**src/hw/rtl/far_pkg.sv**
```systemverilog
// Shared types and constants for the fraction add and reduce block.
package far_pkg;

    localparam int IN_WIDTH  = 16;
    localparam int RAW_NUM_W = 2 * IN_WIDTH + 1;
    localparam int RAW_DEN_W = 2 * IN_WIDTH;
    localparam int MAG_W     = 2 * IN_WIDTH;
    localparam int CNT_W     = $clog2(MAG_W);

    typedef enum logic [3:0] {
        S_IDLE,
        S_MUL_AD,
        S_MUL_CB,
        S_MUL_BD,
        S_EUC_INIT,
        S_DIV,
        S_DIV_END,
        S_DONE
    } t_state;

    typedef enum logic [1:0] {
        DK_REM,
        DK_QNUM,
        DK_QDEN
    } t_div_kind;

    typedef struct packed {
        logic             start;
        logic [MAG_W-1:0] dividend;
        logic [MAG_W-1:0] divisor;
        t_div_kind        kind;
    } t_div_cmd;

endpackage

```
**src/hw/rtl/fraction_add_reduce.sv**
```systemverilog
// Adds two signed fractions and reduces the sum by Euclid's method.
// Sequence: multiplies a*d, c*b and b*d in turn, a set-up step, then (k + 2) restoring
// divisions (k = Euclid remainder steps), then the output register; a zero input denominator
// skips the multiplies and divisions and goes straight to the done state.
// Throughput: one transaction at a time; the shared restoring divider sets the rate.
// Reset: synchronous, active low; clears the sequencer and the output valid flag.
module fraction_add_reduce (
    input  logic                                  i_clk,
    input  logic                                  i_rst_n,
    input  logic                                  i_valid,
    output logic                                  o_ready,
    input  logic signed [far_pkg::IN_WIDTH-1:0]   i_num_a,
    input  logic signed [far_pkg::IN_WIDTH-1:0]   i_den_a,
    input  logic signed [far_pkg::IN_WIDTH-1:0]   i_num_b,
    input  logic signed [far_pkg::IN_WIDTH-1:0]   i_den_b,
    output logic                                  o_valid,
    input  logic                                  i_ready,
    output logic signed [far_pkg::RAW_NUM_W-1:0]  o_raw_num,
    output logic signed [far_pkg::RAW_DEN_W-1:0]  o_raw_den,
    output logic signed [far_pkg::RAW_NUM_W-1:0]  o_red_num,
    output logic signed [far_pkg::RAW_DEN_W-1:0]  o_red_den,
    output logic                                  o_status
);

    localparam int W  = far_pkg::IN_WIDTH;
    localparam int NW = far_pkg::RAW_NUM_W;
    localparam int DW = far_pkg::RAW_DEN_W;
    localparam int MW = far_pkg::MAG_W;
    localparam int CW = far_pkg::CNT_W;

    far_pkg::t_state    r_state, n_state;
    far_pkg::t_div_kind r_kind;
    far_pkg::t_div_cmd  div_cmd;

    logic signed [W-1:0]  r_a, r_b, r_c, r_d;
    logic signed [NW-1:0] r_rn, r_red_num;
    logic signed [DW-1:0] r_rd, r_red_den;
    logic                 r_status;
    logic [MW-1:0]        r_y;
    logic                 r_sy, r_sx;
    logic [MW-1:0]        r_div_q, r_div_r, r_div_d;
    logic [CW-1:0]        r_cnt;

    logic                 r_out_valid, r_out_status;
    logic signed [NW-1:0] r_out_raw_num, r_out_red_num;
    logic signed [DW-1:0] r_out_raw_den, r_out_red_den;

    logic                 in_acc, out_free, den_zero;
    logic signed [W-1:0]  mul_x, mul_y;
    logic signed [DW-1:0] prod;
    logic [MW-1:0]        rn_mag, rd_mag;
    logic                 rn_neg, rd_neg;
    logic [MW:0]          rem_sh, rem_diff;
    logic                 q_bit;
    logic [NW-1:0]        qn_ext;

    assign o_ready  = (r_state == far_pkg::S_IDLE);
    assign in_acc   = i_valid && o_ready;
    assign out_free = !r_out_valid || i_ready;
    assign den_zero = (i_den_a == '0) || (i_den_b == '0);

    assign rn_neg = r_rn[NW-1];
    assign rd_neg = r_rd[DW-1];
    assign rn_mag = rn_neg ? MW'(-r_rn) : MW'(r_rn);
    assign rd_mag = rd_neg ? MW'(-r_rd) : MW'(r_rd);

    // shared signed multiplier
    always_comb begin
        unique case (r_state)
            far_pkg::S_MUL_CB: begin
                mul_x = r_c;
                mul_y = r_b;
            end
            far_pkg::S_MUL_BD: begin
                mul_x = r_b;
                mul_y = r_d;
            end
            default: begin
                mul_x = r_a;
                mul_y = r_d;
            end
        endcase
    end
    assign prod = DW'(mul_x * mul_y);

    // shared restoring divider step
    assign rem_sh   = {r_div_r, r_div_q[MW-1]};
    assign rem_diff = rem_sh - {1'b0, r_div_d};
    assign q_bit    = !rem_diff[MW];
    assign qn_ext   = NW'(r_div_q);

    always_comb begin
        n_state = r_state;
        unique case (r_state)
            far_pkg::S_IDLE: begin
                if (in_acc) begin
                    n_state = den_zero ? far_pkg::S_DONE : far_pkg::S_MUL_AD;
                end
            end
            far_pkg::S_MUL_AD:   n_state = far_pkg::S_MUL_CB;
            far_pkg::S_MUL_CB:   n_state = far_pkg::S_MUL_BD;
            far_pkg::S_MUL_BD:   n_state = far_pkg::S_EUC_INIT;
            far_pkg::S_EUC_INIT: begin
                n_state = (r_rd == '0) ? far_pkg::S_DONE : far_pkg::S_DIV;
            end
            far_pkg::S_DIV: begin
                if (r_cnt == '0) begin
                    n_state = far_pkg::S_DIV_END;
                end
            end
            far_pkg::S_DIV_END: begin
                n_state = (r_kind == far_pkg::DK_QDEN) ? far_pkg::S_DONE : far_pkg::S_DIV;
            end
            far_pkg::S_DONE: begin
                if (out_free) begin
                    n_state = far_pkg::S_IDLE;
                end
            end
            default: n_state = far_pkg::S_IDLE;
        endcase
    end

    always_comb begin
        div_cmd = '{start: 1'b0, dividend: rn_mag, divisor: rd_mag, kind: far_pkg::DK_REM};
        unique case (r_state)
            far_pkg::S_EUC_INIT: begin
                div_cmd.start = (r_rd != '0);
            end
            far_pkg::S_DIV_END: begin
                unique case (r_kind)
                    far_pkg::DK_REM: begin
                        div_cmd.start = 1'b1;
                        if (r_div_r == '0) begin
                            div_cmd.divisor = r_y;
                            div_cmd.kind    = far_pkg::DK_QNUM;
                        end else begin
                            div_cmd.dividend = r_y;
                            div_cmd.divisor  = r_div_r;
                        end
                    end
                    far_pkg::DK_QNUM: begin
                        div_cmd.start    = 1'b1;
                        div_cmd.dividend = rd_mag;
                        div_cmd.divisor  = r_y;
                        div_cmd.kind     = far_pkg::DK_QDEN;
                    end
                    default: div_cmd.start = 1'b0;
                endcase
            end
            default: div_cmd.start = 1'b0;
        endcase
    end

    always_ff @(posedge i_clk) begin
        if (!i_rst_n) begin
            r_state <= far_pkg::S_IDLE;
        end else begin
            r_state <= n_state;
        end
    end

    always_ff @(posedge i_clk) begin
        unique case (r_state)
            far_pkg::S_IDLE: begin
                if (in_acc) begin
                    r_a       <= i_num_a;
                    r_b       <= i_den_a;
                    r_c       <= i_num_b;
                    r_d       <= i_den_b;
                    r_status  <= den_zero;
                    r_rn      <= '0;
                    r_rd      <= '0;
                    r_red_num <= '0;
                    r_red_den <= '0;
                end
            end
            far_pkg::S_MUL_AD: r_rn <= NW'(prod);
            far_pkg::S_MUL_CB: r_rn <= r_rn + NW'(prod);
            far_pkg::S_MUL_BD: r_rd <= prod;
            far_pkg::S_EUC_INIT: begin
                r_y  <= rd_mag;
                r_sy <= rd_neg;
                r_sx <= rn_neg;
                if (r_rd == '0) begin
                    r_status <= 1'b1;
                end
            end
            far_pkg::S_DIV: begin
                r_div_q <= {r_div_q[MW-2:0], q_bit};
                r_div_r <= q_bit ? rem_diff[MW-1:0] : rem_sh[MW-1:0];
                r_cnt   <= r_cnt - 1'b1;
            end
            far_pkg::S_DIV_END: begin
                unique case (r_kind)
                    far_pkg::DK_REM: begin
                        if (r_div_r != '0) begin
                            r_y  <= r_div_r;
                            r_sy <= r_sx;
                            r_sx <= r_sy;
                        end
                    end
                    far_pkg::DK_QNUM: begin
                        r_red_num <= (rn_neg != r_sy) ? -$signed(qn_ext) : $signed(qn_ext);
                    end
                    default: begin
                        r_red_den <= (rd_neg != r_sy) ? -$signed(DW'(r_div_q))
                                                      : $signed(DW'(r_div_q));
                    end
                endcase
            end
            default: ;
        endcase
        if (div_cmd.start) begin
            r_div_q <= div_cmd.dividend;
            r_div_d <= div_cmd.divisor;
            r_div_r <= '0;
            r_cnt   <= CW'(MW - 1);
            r_kind  <= div_cmd.kind;
        end
    end

    always_ff @(posedge i_clk) begin
        if (!i_rst_n) begin
            r_out_valid <= 1'b0;
        end else if (r_state == far_pkg::S_DONE && out_free) begin
            r_out_valid <= 1'b1;
        end else if (i_ready) begin
            r_out_valid <= 1'b0;
        end
    end

    always_ff @(posedge i_clk) begin
        if (r_state == far_pkg::S_DONE && out_free) begin
            r_out_raw_num <= r_rn;
            r_out_raw_den <= r_rd;
            r_out_red_num <= r_red_num;
            r_out_red_den <= r_red_den;
            r_out_status  <= r_status;
        end
    end

    assign o_valid   = r_out_valid;
    assign o_raw_num = r_out_raw_num;
    assign o_raw_den = r_out_raw_den;
    assign o_red_num = r_out_red_num;
    assign o_red_den = r_out_red_den;
    assign o_status  = r_out_status;

    a_div_nonzero: assert property (@(posedge i_clk) disable iff (!i_rst_n)
        r_state == far_pkg::S_DIV |-> r_div_d != '0)
        else $error("divider running with zero divisor");

    a_status_zero: assert property (@(posedge i_clk) disable iff (!i_rst_n)
        o_valid && o_status |-> o_red_num == '0 && o_red_den == '0 && o_raw_den == '0)
        else $error("status set with nonzero result");

    a_den_nonzero: assert property (@(posedge i_clk) disable iff (!i_rst_n)
        o_valid && !o_status |-> o_red_den != '0 && o_raw_den != '0)
        else $error("zero denominator on good result");

    a_busy_after_accept: assert property (@(posedge i_clk) disable iff (!i_rst_n)
        i_valid && o_ready |=> !o_ready)
        else $error("ready held after accepting a transaction");

endmodule
```
**config.mk**
```make
export PLATFORM = sky130hd
export DESIGN_NAME = fraction_add_reduce
export DESIGN_NICKNAME = d
export VERILOG_FILES = /design/src/hw/rtl/far_pkg.sv /design/src/hw/rtl/fraction_add_reduce.sv
export SDC_FILE = /design/constraint.sdc
export NUM_CORES = 2
export LEC_CHECK = 0
export ABC_CLOCK_PERIOD_IN_PS = 18900
export BUFFER_PORTS_ARGS = -buffer_cell sky130_fd_sc_hd__clkbuf_2
export CELL_PAD_IN_SITES_DETAIL_PLACEMENT = 1
export CELL_PAD_IN_SITES_GLOBAL_PLACEMENT = 2
export CORE_ASPECT_RATIO = 1.75
export CORE_MARGIN = 5
export CORE_UTILIZATION = 45
export DETAILED_ROUTE_END_ITERATION = 10
export MAX_ROUTING_LAYER = met4
export PLACE_DENSITY = 0.88
export SYNTH_ARGS = -nofsm -noshare
export SYNTH_HDL_FRONTEND = slang
export SYNTH_SLANG_ARGS = --single-unit
```
**constraint.sdc**
```tcl
create_clock -name i_clk -period 18.9 [get_ports i_clk]
set_input_delay 3.78 -clock i_clk [delete_from_list [all_inputs] [get_ports i_clk]]
set_output_delay 3.78 -clock i_clk [all_outputs]
set_load 0.02 [all_outputs]
```
# [Word level (Yosys, flattened, before mapping)]
# Cells that the tools add are included.
[op_classes] add_sub_neg=7 multipliers=1 div_mod_pow=0 n_lt_le_gt_ge=0 n_eq_ne=19 shift=0 mux=45 bitwise=0 n_reduce_logical=31
[ops] cell="2-to-1 mux 32 bit" n=12
[ops] cell="case mux 32 bit (2 select lines)" n=3
[ops] cell="case mux 66 bit (2 select lines)" n=1
[ops] cell="2-to-1 mux 33 bit" n=3
[ops] cell="case mux 33 bit (3 select lines)" n=1
[ops] cell="negation 32 bit" n=3
[ops] cell="2-to-1 mux 66 bit" n=1
[ops] cell="case mux 33 bit (2 select lines)" n=1
[ops] cell="logical NOT 32 bit" n=2
[ops] cell="nonzero test 32 bit" n=2
[ops] cell="adder 33 x 32 -> 33 bit" n=1
[ops] cell="negation 32 -> 33 bit" n=1
[ops] cell="subtractor 33 x 32 -> 33 bit" n=1
[ops] cell="logical NOT 16 bit" n=2
[ops] cell="multiplier 16 x 16 -> 32 bit" n=1
[ops] cell="case mux 16 bit (2 select lines)" n=1
[ops] cell="case mux 4 bit (8 select lines)" n=1
[ops] cell="equality test 4 x 3 -> 1 bit, second input constant" n=4
[ops] cell="2-to-1 mux 16 bit" n=1
[ops] cell="AND reduction 3 bit" n=5
[ops] cell="2-to-1 mux 4 bit" n=3
[ops] cell="inequality test 2 bit, second input constant" n=6
[ops] cell="nonzero test 2 bit" n=6
[ops] cell="2-to-1 mux 1 bit" n=10
[ops] cell="19 further kinds" n=31
[word_totals] ff_bits=468 latchBits=0 ramBits=0 rom_bits=0 inputBits=68 out_inout_bits=133 wordCells=127 mem_count=0

# [Longest topological paths before layout]
[depth] depth_word=6 mapped_depth=40

# [Worst setup path before layout]
# Ideal clock, no wire load.
[synth_path] path_kind="input port to flip-flop" from="in i_ready" to="reg r_out_raw_den[0], in the netlist o_raw_den[0] (enable)" setup_time_ns=0.637 t_arrival_ns=9.689 t_required_ns=18.263 path_slack_ns=8.574 path_stages=2 path_buffers=0 path_cell_list="nand2b_1 -> nor2b_1"
[synth_via] elab_chain_len=2
[synth_lines] element="from (decl)" line="fraction_add_reduce.sv:17" rtl="input logic i_ready,"
[synth_lines] element="logical OR 1 bit" line="fraction_add_reduce.sv:59" rtl="assign out_free = !r_out_valid || i_ready;"
[synth_lines] element="logical AND 1 bit" line="fraction_add_reduce.sv:233" rtl="if (r_state == far_pkg::S_DONE && out_free) begin"
[synth_lines] element="to (signal assigned)" line="fraction_add_reduce.sv:235" rtl="r_out_raw_den <= r_rd;"
[synth_lines] element="to (decl)" line="fraction_add_reduce.sv:46" rtl="logic signed [DW-1:0] r_out_raw_den, r_out_red_den;"
# No other way between the ends.
# A chain may end at the register's enable or synchronous reset.

# [Final worst setup path]
[layout_path] from="reg r_state[1]" to="reg r_rn[32], data pin"
[layout_via] elab_chain_len=5
[layout_lines] element="from (decl)" line="fraction_add_reduce.sv:31" rtl="far_pkg::t_state r_state, n_state;"
[layout_lines] element="from (signal assigned)" line="fraction_add_reduce.sv:156" rtl="r_state <= far_pkg::S_IDLE;"
[layout_lines] element="from (signal assigned)" line="fraction_add_reduce.sv:158" rtl="r_state <= n_state;"
[layout_lines] element="equality test 4 x 2 -> 1 bit" line="fraction_add_reduce.sv:69" rtl="unique case (r_state)"
[layout_lines] element="case mux 16 bit (2 select lines) / 2-to-1 mux 16 bit (equally long branches)" line="fraction_add_reduce.sv:69"
[layout_lines] element="multiplier 16 x 16 -> 32 bit *" line="fraction_add_reduce.sv:84" rtl="assign prod = DW'(mul_x * mul_y);"
[layout_lines] element="net prod[23]" line="fraction_add_reduce.sv:50" rtl="logic signed [DW-1:0] prod;"
[layout_lines] element="adder 33 x 32 -> 33 bit *" line="fraction_add_reduce.sv:178" rtl="far_pkg::S_MUL_CB: r_rn <= r_rn + NW'(prod);"
[layout_lines] element="case mux 33 bit (3 select lines) *" line="fraction_add_reduce.sv:163" rtl="unique case (r_state)"
[layout_lines] element="to (signal assigned)" line="fraction_add_reduce.sv:177" rtl="far_pkg::S_MUL_AD: r_rn <= NW'(prod);"
[layout_lines] element="to (signal assigned)" line="fraction_add_reduce.sv:178"
[layout_lines] element="to (decl)" line="fraction_add_reduce.sv:36" rtl="logic signed [NW-1:0] r_rn, r_red_num;"
# The timed path passes the listed nets; every way through them passes the cells marked *.

==> flow_summary_export.csv <==
group,metric,value,unit
clocking,insertion_delay,0.64,ns
critical_path,start_kind,"flop",
global_routing,grtUsageMet2,57.19,%
sta,rsz0062_at_grt,"false",
critical_path,cp.arrival,11.92,ns
floorplanning,die_x,215.2,microns
clocking,cts_setup_buffers,0,
placement,port_buffers,200,
synth,yosysUniqueCellTypes,84,
finish,fin_nets,3843,
flow_run,maxCapViolations,0,
finish,multiInputGateArea,17720,sq um
sta,period_share,61.26,%
synth,ys.flop_type,"edfxtp_1",
critical_path,cp.required,19.24,ns
synth,yosys-top-cells-count,"edfxtp_1 (426), inv_1 (382), nand2_1 (339)",
drt,wire_per_inst,27.29,microns
sta,hold_violations,0,
floorplanning,rows,131,
floorplanning,core,72940,sq um
synth,synth_warnings,0,
synth,yosysMostFrequentCell,"edfxtp_1",
synth,ys_seq_area_share,41.05,%
drt,wl,118.1,mm
sta,slew_headroom,12.66,%
critical_path,critPathMaxFanout,51,
sta,period_minus_slack,11.58,ns
global_routing,grt_pass1_vias,28420,
clocking,cts_resized,0,
finish,fillers,7932,
drt,drtIter0Drc,1426,
finish,layout-drive-gt1-share,11.65,%
synth,syn_area,33160,sq um
clocking,cts_buffers,46,
global_routing,grtUsageMet1,27.32,%
synth,synth_edf_count,426,
clocking,cts_sinks,467,
critical_path,cpMaxStageDelayCell,"mux2i_2",
sta,slew_viol_final,0,
critical_path,slowest_delay,1.04,ns
sta,clock_skew,0.04271,ns
critical_path,crit_path_end_kind,"flop",
synth,synth_top_area_cell,"edfxtp_1",
drt,drc_errors,0,
placement,dp_hpwl,95.31,mm
global_routing,grt_pass1_wl,176.5,mm
critical_path,crit_path_start,"r_state[1]$_SDFFE_PN0P_",
sta,fin_setup_tns,0,ns
drt,vias,25400,
clocking,cts_hold_buf,0,
global_routing,grt_usage,30.44,%
sta,fmax,0.08637,GHz
synth,syn_area_per_cell,10.43,sq um
finish,regArea,13610,sq um
global_routing,grt_max_degree,83,
drt,vias_per_cell,5.867,
clocking,htreeDepth,2,
global_routing,antenna_found_initial,1,
min_path,hold_start,"r_red_num[25]$_SDFFCE_PN0P_",
synth,synth_cells,3180,
critical_path,r2r_start,"r_state[1]$_SDFFE_PN0P_",
finish,synthToLayoutAreaGrowth,11.37,%
global_routing,met3_usage,3.323,%
floorplanning,die_h,369.1,microns
placement,globalplace.congestion,1.036,
global_routing,top_usage_layer,"met2",
clocking,cts_tree,"yes",
floorplanning,floorplan.initialDensity,45.46,%
global_routing,grt.overflow.total,0,
floorplanning,io-pin-count,201,
sta,finalSetupViolCount,0,
synth,synth_nets,3662,
synth,ys_ff_latch,467,
drt,drt_pass1_iterations,7,
synth,synth.area.top_cells,"edfxtp_1 (39%), fa_1 (16%), ha_1 (5.7%)",
placement,place_inst,4244,
synth,ys_async_sr_fraction,0,%
sta,tightest_slew,1.296,ns
floorplanning,design.die.area,79430,sq um
clocking,cts.reportedPaths.clkPinSlew,0.07,ns
min_path,hp-class,"flop to flop",
clocking,cts_buffer_depth,3,
clocking,root_buffer,"clkbuf_16",
drt,drt.antenna.violating_nets,0,
run_status,status,"completed",
synth,netlist.area_leader.share,38.58,%
finish,stdcell_count,4330,
critical_path,crit_type,"flop to flop",
state kept, by name, indices dropped and copies added (netlist names), 2 cells and up:
register / cells
o_raw_den: 32
o_raw_num: 33
o_red_den: 32
o_red_num: 33
r_a: 16
r_b: 16
r_c: 16
r_cnt: 5
r_d: 16
r_div_d: 32
r_div_q: 32
r_div_r: 32
r_kind: 2
r_rd: 32
r_red_den: 32
r_red_num: 33
r_rn: 33
r_state: 3
r_y: 32
final timing paths:
check,slack [ns],endpoint,cells after the start
worst max-delay path,7.32,r_rn[32]$_DFFE_PP_,35
worst min register to register,0.42,o_red_num[25]$_DFFE_PP_,0
worst min-delay path,0.42,o_red_num[25]$_DFFE_PP_,0
worst max register to register,7.32,r_rn[32]$_DFFE_PP_,35
metal layers:
metal | wire length [microns] | vias up | part of all wire [%]
li1 | - | 11300 | -
met1 | 36990 | 12810 | 31
met2 | 64480 | 850 | 55
met3 | 4322 | 442 | 3.7
met4 | 12360 | 0 | 10
met5 | 0 | - | 0
worst max-delay path: cells and delay by family, from the launching register on:
| family | cells | cell delay (ns) |
|---|---|---|
| buf+inv | 7 | 0.91 |
| xor+xnor | 2 | 0.43 |
| fa+ha+maj | 8 | 3.86 |
| compound gates | 8 | 1.66 |
| mux | 1 | 1.04 |
| flops | 1 | 0.87 |
| simple gates | 9 | 2.49 |
area by class of cell:
class                   instances  share of cell area [%]
diodes                          1                0.006776
clock buffers                  53                   3.269
clock inverters                32                   1.067
inverters                     384                   3.910
multi-input cells            2211                   47.98
flip-flops and latches        467                   36.86
well taps                     931                   3.154
repair buffers                251                   3.747
cells in the final DEF (no fill, tap or decap), types with 12 or more instances in the layout:
master,n
edfxtp_1,426
inv_1,381
nand2_1,338
nor2_1,290
fa_1,264
clkbuf_2,200
o21ai_0,188
a21oi_1,159
ha_1,150
xor2_1,88
xnor2_1,86
mux2i_1,64
buf_4,51
or3_1,48
clkbuf_16,46
dfxtp_1,41
nor3_1,35
o21a_1,31
a21o_1,31
nand3_1,30
and2_1,28
a22oi_1,27
nor4_1,25
o21ai_1,22
o31ai_1,22
o22ai_1,20
o21bai_1,17
nand2b_1,16
a221oi_1,15
or2_2,14
nand4_1,13
a211oi_1,12
kinds of logic after synthesis:
| logic type | after synthesis | synth area share (%) |
|---|---|---|
| simple gates | 899 | 12.31 |
| compound gates | 645 | 12.17 |
| buf+inv | 502 | 5.822 |
| flops | 467 | 41.05 |
| fa+ha+maj | 414 | 21.60 |
| xor+xnor | 177 | 4.717 |
| mux | 76 | 2.328 |
through the flow:
stage	instance area [sq um]	setup slack (ns)	utilization, %	hold WS, ns
6_report	36930	7.322	50.63	0.4230
5_1_grt	36930	6.604	50.63	0.4339
4_1_cts	36930	7.415	50.63	0.4224
3_5_place_dp	35330	7.434	48.43	0.4075
3_3_place_gp	35330	7.672	48.43	0.4014
2_1_floorplan	33160	8.574	-	0.4003
Power is not shown: default switching activity piles up to over one toggle a cycle in this logic, so the estimate is an artifact.
